==> src/rtl/cctte_pkg.sv <==
package cctte_pkg;

  // field and register widths
  localparam int CURRENT_BITS = 20;
  localparam int CHARGE_BITS  = 48;
  localparam int TIME_BITS    = 32;
  localparam int CAP_BITS     = 20;
  localparam int PCT_BITS     = 7;
  localparam int TTE_BITS     = 27;
  localparam int CFG_BITS     = CAP_BITS;

  // shared multiplier
  localparam int MUL_BITS  = 32;
  localparam int PROD_BITS = 2 * MUL_BITS;

  // intermediate widths
  localparam int SUM_BITS       = CURRENT_BITS + 1;
  localparam int SEED_PROD_BITS = CAP_BITS + PCT_BITS;
  localparam int CAPFULL_BITS   = CAP_BITS + 22;
  localparam int DIFF_BITS      = CHARGE_BITS + 2;

  // iterative divider
  localparam int DIVIDEND_BITS = CHARGE_BITS + 1;
  localparam int DIVISOR_BITS  = CURRENT_BITS;
  localparam int DIV_STEPS     = DIVIDEND_BITS;
  localparam int DIV_CNT_BITS  = $clog2(DIV_STEPS + 1);

  localparam logic [MUL_BITS-1:0] SEED_SCALE  = 32'd36000;
  localparam logic [MUL_BITS-1:0] MS_PER_HOUR = 32'd3600000;
  localparam logic [TTE_BITS-1:0] DAY_MAX_MS  = 27'd86399999;
  localparam logic [PCT_BITS-1:0] PCT_FULL    = 7'd100;

  localparam logic [CAP_BITS-1:0] CAP_RESET = 20'd123000;
  localparam logic [PCT_BITS-1:0] PCT_RESET = 7'd100;

  typedef enum logic [0:0] {
    REG_CAPACITY = 1'b0,
    REG_SOC      = 1'b1
  } cfg_reg_e;

  typedef enum logic [2:0] {
    ST_IDLE,
    ST_SEED_A,
    ST_SEED_B,
    ST_INTEG,
    ST_CAP,
    ST_PREP,
    ST_DIV,
    ST_FIN
  } state_e;

  // status returned by the divider
  typedef struct packed {
    logic busy;
    logic done;
  } div_stat_t;

endpackage

==> src/rtl/cctte_mul.sv <==
module cctte_mul (
  input  logic                           clk_i,
  input  logic [cctte_pkg::MUL_BITS-1:0]  a_i,
  input  logic [cctte_pkg::MUL_BITS-1:0]  b_i,
  output logic [cctte_pkg::PROD_BITS-1:0] prod_o
);
  import cctte_pkg::*;

  logic [PROD_BITS-1:0] prod_q;
  logic [PROD_BITS-1:0] prod_d;

  assign prod_d = PROD_BITS'(a_i) * PROD_BITS'(b_i);

  always_ff @(posedge clk_i) begin
    prod_q <= prod_d;
  end

  assign prod_o = prod_q;

endmodule

==> src/rtl/cctte_div.sv <==
module cctte_div (
  input  logic                               clk_i,
  input  logic                               rst_ni,
  input  logic                               start_i,
  input  logic [cctte_pkg::DIVIDEND_BITS-1:0] dividend_i,
  input  logic [cctte_pkg::DIVISOR_BITS-1:0]  divisor_i,
  output logic [cctte_pkg::DIVIDEND_BITS-1:0] quotient_o,
  output cctte_pkg::div_stat_t                stat_o
);
  import cctte_pkg::*;

  logic                     busy_q, busy_d;
  logic                     done_q, done_d;
  logic [DIV_CNT_BITS-1:0]  cnt_q, cnt_d;
  logic [DIVISOR_BITS-1:0]  rem_q;
  logic [DIVIDEND_BITS-1:0] quo_q;
  logic [DIVISOR_BITS-1:0]  den_q;

  logic [DIVISOR_BITS:0]   shifted;
  logic [DIVISOR_BITS+1:0] trial;
  logic                    fits;
  logic [DIVISOR_BITS-1:0] rem_next;

  // one restoring step: bring down the next dividend bit and try the subtract
  assign shifted  = {rem_q, quo_q[DIVIDEND_BITS-1]};
  assign trial    = {1'b0, shifted} - {2'b00, den_q};
  assign fits     = ~trial[DIVISOR_BITS+1];
  assign rem_next = fits ? trial[DIVISOR_BITS-1:0] : shifted[DIVISOR_BITS-1:0];

  always_comb begin
    busy_d = busy_q;
    cnt_d  = cnt_q;
    done_d = 1'b0;
    if (start_i) begin
      busy_d = 1'b1;
      cnt_d  = DIV_CNT_BITS'(DIV_STEPS);
    end else if (busy_q) begin
      cnt_d = cnt_q - 1'b1;
      if (cnt_q == DIV_CNT_BITS'(1)) begin
        busy_d = 1'b0;
        done_d = 1'b1;
      end
    end
  end

  always_ff @(posedge clk_i or negedge rst_ni) begin
    if (!rst_ni) begin
      busy_q <= 1'b0;
      done_q <= 1'b0;
      cnt_q  <= '0;
    end else begin
      busy_q <= busy_d;
      done_q <= done_d;
      cnt_q  <= cnt_d;
    end
  end

  always_ff @(posedge clk_i) begin
    if (start_i) begin
      rem_q <= '0;
      quo_q <= dividend_i;
      den_q <= divisor_i;
    end else if (busy_q) begin
      rem_q <= rem_next;
      quo_q <= {quo_q[DIVIDEND_BITS-2:0], fits};
    end
  end

  assign quotient_o  = quo_q;
  assign stat_o.busy = busy_q;
  assign stat_o.done = done_q;

endmodule

==> src/rtl/coulomb_counter_time_to_empty.sv <==
// sequence: integrate, capacity and prepare states, the divider when a division
// runs, then finish; on the first sample the seed states replace integrate
// throughput: one item at a time; the 49-step bit-serial divider sets the rate
// output register frees the next item while a result still waits for transfer
// reset: asynchronous active low; charge, prior sample and first-sample flag
// clear, capacity returns to 123000 mAh and start percent to 100
module coulomb_counter_time_to_empty (
  input  logic                               clk_i,
  input  logic                               rst_ni,
  // configuration write port
  input  logic                               cfg_we_i,
  input  cctte_pkg::cfg_reg_e                cfg_idx_i,
  input  logic [cctte_pkg::CFG_BITS-1:0]     cfg_wdata_i,
  // sample channel
  input  logic                               in_valid_i,
  output logic                               in_stall_o,
  input  logic signed [cctte_pkg::CURRENT_BITS-1:0] current_ma_i,
  input  logic [cctte_pkg::TIME_BITS-1:0]    timestamp_ms_i,
  // result channel
  output logic                               out_valid_o,
  input  logic                               out_stall_i,
  output logic                               charging_o,
  output logic signed [cctte_pkg::CHARGE_BITS-1:0] used_charge_ma_ms_o,
  output logic [cctte_pkg::TTE_BITS-1:0]     time_to_event_ms_o,
  output logic                               zero_current_o
);
  import cctte_pkg::*;

  // sequencer state
  state_e state_q, state_d;

  // configuration registers
  logic [CAP_BITS-1:0] cap_q;
  logic [PCT_BITS-1:0] pct_q;

  // integrator state
  logic                    seeded_q;
  logic                    seed_pass_q;
  logic [CHARGE_BITS-1:0]  used_q;
  logic [CURRENT_BITS-1:0] prior_cur_q;
  logic [TIME_BITS-1:0]    prior_time_q;

  // sample under work
  logic [CURRENT_BITS-1:0] cur_q;
  logic [TIME_BITS-1:0]    now_q;
  logic [DIVISOR_BITS-1:0] abs_cur_q;
  logic                    sum_neg_q;
  logic [TTE_BITS-1:0]     t_q;

  // result register
  logic                   out_valid_q;
  logic                   charging_q;
  logic                   zero_q;
  logic [CHARGE_BITS-1:0] used_out_q;
  logic [TTE_BITS-1:0]    t_out_q;

  // shared multiplier
  logic [MUL_BITS-1:0]  mul_a, mul_b;
  logic [PROD_BITS-1:0] prod;

  // divider
  logic                     div_start;
  logic [DIVIDEND_BITS-1:0] div_dividend;
  logic [DIVIDEND_BITS-1:0] div_quo;
  div_stat_t                div_stat;

  logic                    in_xfer;
  logic                    out_load;
  logic [PCT_BITS-1:0]     pct_clamp;
  logic [PCT_BITS-1:0]     pct_rest;
  logic [SUM_BITS-1:0]     cur_sum;
  logic [SUM_BITS-1:0]     abs_sum;
  logic [TIME_BITS-1:0]    dt;
  logic [CHARGE_BITS-1:0]  inc;
  logic [CHARGE_BITS-1:0]  used_integ;
  logic [CHARGE_BITS-1:0]  used_mag;
  logic [DIFF_BITS-1:0]    room;
  logic                    cur_zero;
  logic                    cur_neg;
  logic                    no_room;
  logic [TTE_BITS-1:0]     t_sat;

  assign in_xfer  = in_valid_i & ~in_stall_o;
  assign cur_zero = (cur_q == '0);
  assign cur_neg  = cur_q[CURRENT_BITS-1];

  // a start percent above 100 counts as a full battery
  assign pct_clamp = (pct_q > PCT_FULL) ? PCT_FULL : pct_q;
  assign pct_rest  = PCT_FULL - pct_clamp;

  // trapezoid terms: signed sum of the two currents and the wrapped time step
  assign cur_sum = {prior_cur_q[CURRENT_BITS-1], prior_cur_q}
                 + {cur_q[CURRENT_BITS-1], cur_q};
  assign abs_sum = cur_sum[SUM_BITS-1] ? (SUM_BITS'(0) - cur_sum) : cur_sum;
  assign dt      = now_q - prior_time_q;

  // halving the magnitude truncates toward zero
  assign inc        = prod[CHARGE_BITS:1];
  assign used_integ = sum_neg_q ? (used_q - inc) : (used_q + inc);

  // time to full: |used| / |I|
  assign used_mag = used_q[CHARGE_BITS-1] ? (CHARGE_BITS'(0) - used_q) : used_q;
  // time to empty: (capacity in mA*ms - used) / I, nothing left when not positive
  assign room = {{(DIFF_BITS-CAPFULL_BITS){1'b0}}, prod[CAPFULL_BITS-1:0]}
              - {{(DIFF_BITS-CHARGE_BITS){used_q[CHARGE_BITS-1]}}, used_q};
  assign no_room = room[DIFF_BITS-1] | (room == '0);

  assign div_dividend = cur_neg ? {1'b0, used_mag} : room[DIVIDEND_BITS-1:0];

  // saturate the quotient to one day
  assign t_sat = (div_quo > {{(DIVIDEND_BITS-TTE_BITS){1'b0}}, DAY_MAX_MS})
               ? DAY_MAX_MS : div_quo[TTE_BITS-1:0];

  cctte_mul u_mul (
    .clk_i  (clk_i),
    .a_i    (mul_a),
    .b_i    (mul_b),
    .prod_o (prod)
  );

  cctte_div u_div (
    .clk_i      (clk_i),
    .rst_ni     (rst_ni),
    .start_i    (div_start),
    .dividend_i (div_dividend),
    .divisor_i  (abs_cur_q),
    .quotient_o (div_quo),
    .stat_o     (div_stat)
  );

  // sequencer: the multiplier is shared by the seed, the trapezoid and the
  // full-capacity product; its result shows up one state later
  always_comb begin
    state_d   = state_q;
    mul_a     = '0;
    mul_b     = '0;
    div_start = 1'b0;
    out_load  = 1'b0;
    unique case (state_q)
      ST_IDLE: begin
        if (in_valid_i) begin
          state_d = seeded_q ? ST_INTEG : ST_SEED_A;
        end
      end
      ST_SEED_A: begin
        // capacity times the missing percent
        mul_a   = {{(MUL_BITS-CAP_BITS){1'b0}}, cap_q};
        mul_b   = {{(MUL_BITS-PCT_BITS){1'b0}}, pct_rest};
        state_d = ST_SEED_B;
      end
      ST_SEED_B: begin
        // mAh per percent to mA*ms
        mul_a   = {{(MUL_BITS-SEED_PROD_BITS){1'b0}}, prod[SEED_PROD_BITS-1:0]};
        mul_b   = SEED_SCALE;
        state_d = ST_CAP;
      end
      ST_INTEG: begin
        mul_a   = {{(MUL_BITS-SUM_BITS){1'b0}}, abs_sum};
        mul_b   = dt;
        state_d = ST_CAP;
      end
      ST_CAP: begin
        // charge update happens here from the previous product
        mul_a   = {{(MUL_BITS-CAP_BITS){1'b0}}, cap_q};
        mul_b   = MS_PER_HOUR;
        state_d = ST_PREP;
      end
      ST_PREP: begin
        if (cur_zero || (!cur_neg && no_room)) begin
          state_d = ST_FIN;
        end else begin
          div_start = 1'b1;
          state_d   = ST_DIV;
        end
      end
      ST_DIV: begin
        if (div_stat.done) begin
          state_d = ST_FIN;
        end
      end
      ST_FIN: begin
        if (!out_valid_q || !out_stall_i) begin
          out_load = 1'b1;
          state_d  = ST_IDLE;
        end
      end
      default: state_d = ST_IDLE;
    endcase
  end

  always_ff @(posedge clk_i or negedge rst_ni) begin
    if (!rst_ni) begin
      state_q <= ST_IDLE;
    end else begin
      state_q <= state_d;
    end
  end

  // configuration and integrator state
  always_ff @(posedge clk_i or negedge rst_ni) begin
    if (!rst_ni) begin
      cap_q        <= CAP_RESET;
      pct_q        <= PCT_RESET;
      seeded_q     <= 1'b0;
      seed_pass_q  <= 1'b0;
      used_q       <= '0;
      prior_cur_q  <= '0;
      prior_time_q <= '0;
      out_valid_q  <= 1'b0;
    end else begin
      if (cfg_we_i) begin
        unique case (cfg_idx_i)
          REG_CAPACITY: cap_q <= cfg_wdata_i;
          REG_SOC:      pct_q <= cfg_wdata_i[PCT_BITS-1:0];
          default:      ;
        endcase
      end
      if (in_xfer) begin
        seed_pass_q <= ~seeded_q;
      end
      if (state_q == ST_CAP) begin
        used_q       <= seed_pass_q ? prod[CHARGE_BITS-1:0] : used_integ;
        prior_cur_q  <= cur_q;
        prior_time_q <= now_q;
        seeded_q     <= 1'b1;
      end
      if (out_load) begin
        out_valid_q <= 1'b1;
      end else if (!out_stall_i) begin
        out_valid_q <= 1'b0;
      end
    end
  end

  // sample payload and result register
  always_ff @(posedge clk_i) begin
    if (in_xfer) begin
      cur_q     <= current_ma_i;
      now_q     <= timestamp_ms_i;
      abs_cur_q <= current_ma_i[CURRENT_BITS-1]
                 ? (DIVISOR_BITS'(0) - current_ma_i) : current_ma_i;
    end
    if (state_q == ST_INTEG) begin
      sum_neg_q <= cur_sum[SUM_BITS-1];
    end
    if (state_q == ST_PREP) begin
      t_q <= '0;
    end else if (state_q == ST_DIV && div_stat.done) begin
      t_q <= t_sat;
    end
    if (out_load) begin
      charging_q <= cur_neg;
      zero_q     <= cur_zero;
      used_out_q <= used_q;
      t_out_q    <= t_q;
    end
  end

  assign in_stall_o          = (state_q != ST_IDLE);
  assign out_valid_o         = out_valid_q;
  assign charging_o          = charging_q;
  assign zero_current_o      = zero_q;
  assign used_charge_ma_ms_o = used_out_q;
  assign time_to_event_ms_o  = t_out_q;

  // a fresh result only comes from the finish state
  a_load_from_fin: assert property (@(posedge clk_i) disable iff (!rst_ni)
    $rose(out_valid_q) |-> $past(state_q == ST_FIN))
    else $error("result loaded outside finish state");

  // the sequencer never waits on a divider that is idle
  a_div_alive: assert property (@(posedge clk_i) disable iff (!rst_ni)
    (state_q == ST_DIV) |-> (div_stat.busy || div_stat.done))
    else $error("waiting on idle divider");

  // zero current always reports zero time
  a_zero_time: assert property (@(posedge clk_i) disable iff (!rst_ni)
    (out_valid_q && zero_q) |-> (t_out_q == '0))
    else $error("zero current with nonzero time");

  // time never exceeds one day
  a_time_sat: assert property (@(posedge clk_i) disable iff (!rst_ni)
    out_valid_q |-> (t_out_q <= DAY_MAX_MS))
    else $error("time to event above one day");

endmodule
==> config.mk <==
export PLATFORM = sky130hd
export DESIGN_NAME = coulomb_counter_time_to_empty
export DESIGN_NICKNAME = d
export VERILOG_FILES = /design/src/rtl/cctte_pkg.sv /design/src/rtl/cctte_mul.sv /design/src/rtl/cctte_div.sv /design/src/rtl/coulomb_counter_time_to_empty.sv
export SDC_FILE = /design/constraint.sdc
export NUM_CORES = 2
export LEC_CHECK = 0
export BUFFER_PORTS_ARGS = -buffer_cell sky130_fd_sc_hd__buf_2
export CAP_MARGIN = 0
export CORE_ASPECT_RATIO = 0.8
export CORE_MARGIN = 3
export CORE_UTILIZATION = 30
export CTS_CLUSTER_SIZE = 14
export DETAILED_ROUTE_END_ITERATION = 12
export GPL_ROUTABILITY_DRIVEN = 0
export PLACE_DENSITY = 0.42
export SLEW_MARGIN = 20
export SYNTH_ARGS = -nofsm -noshare
export SYNTH_HDL_FRONTEND = slang
export SYNTH_SLANG_ARGS = --single-unit
==> constraint.sdc <==
create_clock -name clk_i -period 19 [get_ports clk_i]
set_input_delay 0 -clock clk_i [delete_from_list [all_inputs] [get_ports clk_i]]
set_output_delay 0 -clock clk_i [all_outputs]
set_load 0.05 [all_outputs]
==> results.md <==
* Cell count of the worst reg-to-reg path at 38
* Routed Antenna Nets at 0
* Tmin final at approximately 12 ns
* Post-synthesis cell area at roughly 53000 sq um
* CTS buffer count at between 50 and 60
* Uppermost layer routed: met5
* Critical path type: flop to flop
* Post-DP HPWL at ~140000 microns
* Clk_lat worst skew at 0.70 ns
* Clock sink count at between 400 and 500
* Synth unique cells at 96
* Worst slew pin tran at approximately 1.1 ns
* Postcts setup bufs at 0
* Remaining Overflow, GRT at 0
* Worst hold path type: input port to flop
* Vias in the first global route at 42.4k
* Clk buf depth at 3
* Post-synth EDFFs at 218
* Crit-path max FO at 31
* Via count at 40.8k
* Initial antenna violation count at 4
* Final Hold Vio Count at 0
* Total Neg Setup Slack at 0 ns
* Synth Register Bits at roughly 460
* RSZ-0062 raised after global routing: no
* Post_cts resized at 0
* Worst path required time at 19.56 ns
* Maxcap violations at 0
* Final setup fails at 0
* CP startpoint kind: flop
* DR pass1 iterations at 5
* Syn_area_per_cell at approximately 9.0 sq um
* Area Overhead vs Synth at 13.2%
* # rows at 137
* Slowest library cell on the worst path: a311oi_1
* # nets final at between 7k and 8k
* Slew headroom at 0.252
* CTS tree: yes
* DRC Markers at 0
* Layout cell share with drive strength beyond 1 at 0.0764
* Slowest stage delay, CP at around 0.67 ns
* Warnings, synthesis at 0
* Die area at 182000 sq um
* H-tree lvl count at 2
* Core area at roughly 180000 sq um
* Synthesized instance count at 5866
* Synth Flop Type: edfxtp_1
* CP Capture Type: flop
* Cell mode on critical path: fa_1
* Boundary Pins at 157
* Largest net degree at the start of global routing at 75
* Hold-critical path depth at 2
* Crit path DAT at 12.41 ns
* Metal1 wirelength at about 87000 microns
* Fillers at 18.3k
* Sequential area share after synthesis at 0.227
* Hold buffer count at CTS at 105
* Status: finished clean
* Root Driver: clkbuf_16
* Per-cell routed wire length at 20.4 microns
* Final WL at 174000 microns
* Clk_skew at 0.0590 ns
* Async SR Flop Fraction at 0.310
* Tcrit/Tclk final at 0.623
* Input/output buffers at about 160
* All-Layer GR Usage at 0.194
* Met3 WL post-DR at 8720 microns
* WL met2 at 75500 microns
* Via-per-instance ratio at 4.78
* Max Fclk at approximately 84 MHz
* Worst-path clk slew at 0.06 ns
* Die width at 476 microns
* Violation count after the first detailed-route iteration at 2786
* Die height at 382 microns
* Initial Utilization at 0.303
* First-pass GRT wire length at 270000 microns
* Slew Limit Fails at 0
-- cell usage after synthesis, types with 34 or more instances --
cell type	number	area (sq um)
and2_1	79	494
nor3_1	65	325
nand2b_1	73	457
nor2_1	368	1380
nand4_1	38	238
nand2_1	783	2940
edfxtp_1	218	6550
nand3_1	67	335
ha_1	314	3930
xnor2_1	215	1880
a211oi_1	72	541
fa_1	711	14200
dfxtp_1	96	1920
inv_1	1023	3840
xor2_1	105	920
dfrtp_1	130	3250
a21oi_1	274	1370
a21o_1	105	788
o21ai_0	240	1200
clkbuf_1	209	785
mux2_2	34	383
mux2_1	38	428
nor2b_1	53	332
-- worst max-delay path: cells and delay by family, from the launching register on --
kind,cells,cell delay (ns)
xor gates and xnor gates,3,0.76
adders and majority gates,10,4.56
buffers and inverters,4,0.61
DFF,1,0.43
and+or+nand+nor,9,1.54
AOI/OAI and AO/OA,12,3.77
-- area by class of cell --
cell class,instances,area (sq um),share of cell area
flip-flops and latches,455,12000,0.200
well taps,2363,2960,0.0493
multi-input cells,4248,36800,0.613
inverters,1027,3850,0.0643
clock buffers,76,1570,0.0261
repair buffers,341,2500,0.0416
diodes,1,2.50,0.0000417
clock inverters,28,322,0.00536
-- flip-flops by register name, indices dropped and copies added (netlist names), 27 cells and up --
name                 cells
u_div.quotient_o        49
u_mul.prod_o            49
used_charge_ma_ms_o     48
used_q                  48
now_q                   32
prior_time_q            32
t_q                     27
time_to_event_ms_o      27
-- stage by stage --
stage	hold WS, ns	cell area [sq um]	cells	utilization	setup slack [ns]
CTS	0.00170	60000	8537	0.343	7.02
finish	0.0787	60000	8539	0.343	7.16
global route	0.0604	60000	8538	0.343	6.46
global placement	0.00196	57000	8327	0.326	7.20
floorplan	-0.296	53400	5981	-	8.93
detailed placement	0.00454	57000	8328	0.326	7.08
-- cell families (layout without fill, tap and decap cells) --
kind of cell / after synthesis / in the layout / share of synthesized area
compound gates: 1004 / 1004 / 0.122
xor+xnor: 321 / 321 / 0.0533
fa+ha+maj: 1025 / 1025 / 0.343
buf+inv: 1278 / 1472 / 0.0913
flops: 455 / 455 / 0.227
mux: 96 / 96 / 0.0199
other cells: 2 / 118 / 0.000142
simple gates: 1685 / 1685 / 0.145
-- per-layer routing --
| layer | up-vias | track usage |
|---|---|---|
| met5 | - | 0 |
| li1 | 19400 | - |
| met3 | 139 | 0.0279 |
| met2 | 835 | 0.298 |
| met1 | 20500 | 0.291 |
| met4 | 2 | 0.0356 |
-- worst paths after layout --
check,end,slack (ns),from
min in group asynchronous,pct_q[2]$_DFFE_PN1P_,0.49,rst_ni
worst min-delay path,now_q[18]$_DFFE_PP_,0.08,timestamp_ms_i[18]
worst min register to register,u_div.den_q[18]$_DFFE_PP_,0.42,abs_cur_q[18]$_DFFE_PP_
worst max register to register,u_mul.prod_o[48]$_DFF_P_,7.16,cur_q[0]$_DFFE_PP_
worst max-delay path,u_mul.prod_o[48]$_DFF_P_,7.16,cur_q[0]$_DFFE_PP_
max in group asynchronous,used_q[47]$_DFFE_PN0P_,17.11,rst_ni
-- layout by cell type, fill, tap and decap left out, types with 105 or more instances in the layout --
cell type,n
a21o_1,105
a21oi_1,268
buf_2,155
conb_1,117
dfrtp_1,127
edfxtp_1,218
fa_1,711
ha_1,314
inv_1,1023
nand2_1,782
nor2_1,363
o21ai_0,233
xnor2_1,215
xor2_1,105
Power is left out: the tool's default activity adds up to more than one toggle a clock period on the data nets, which glitch-free logic cannot reach.
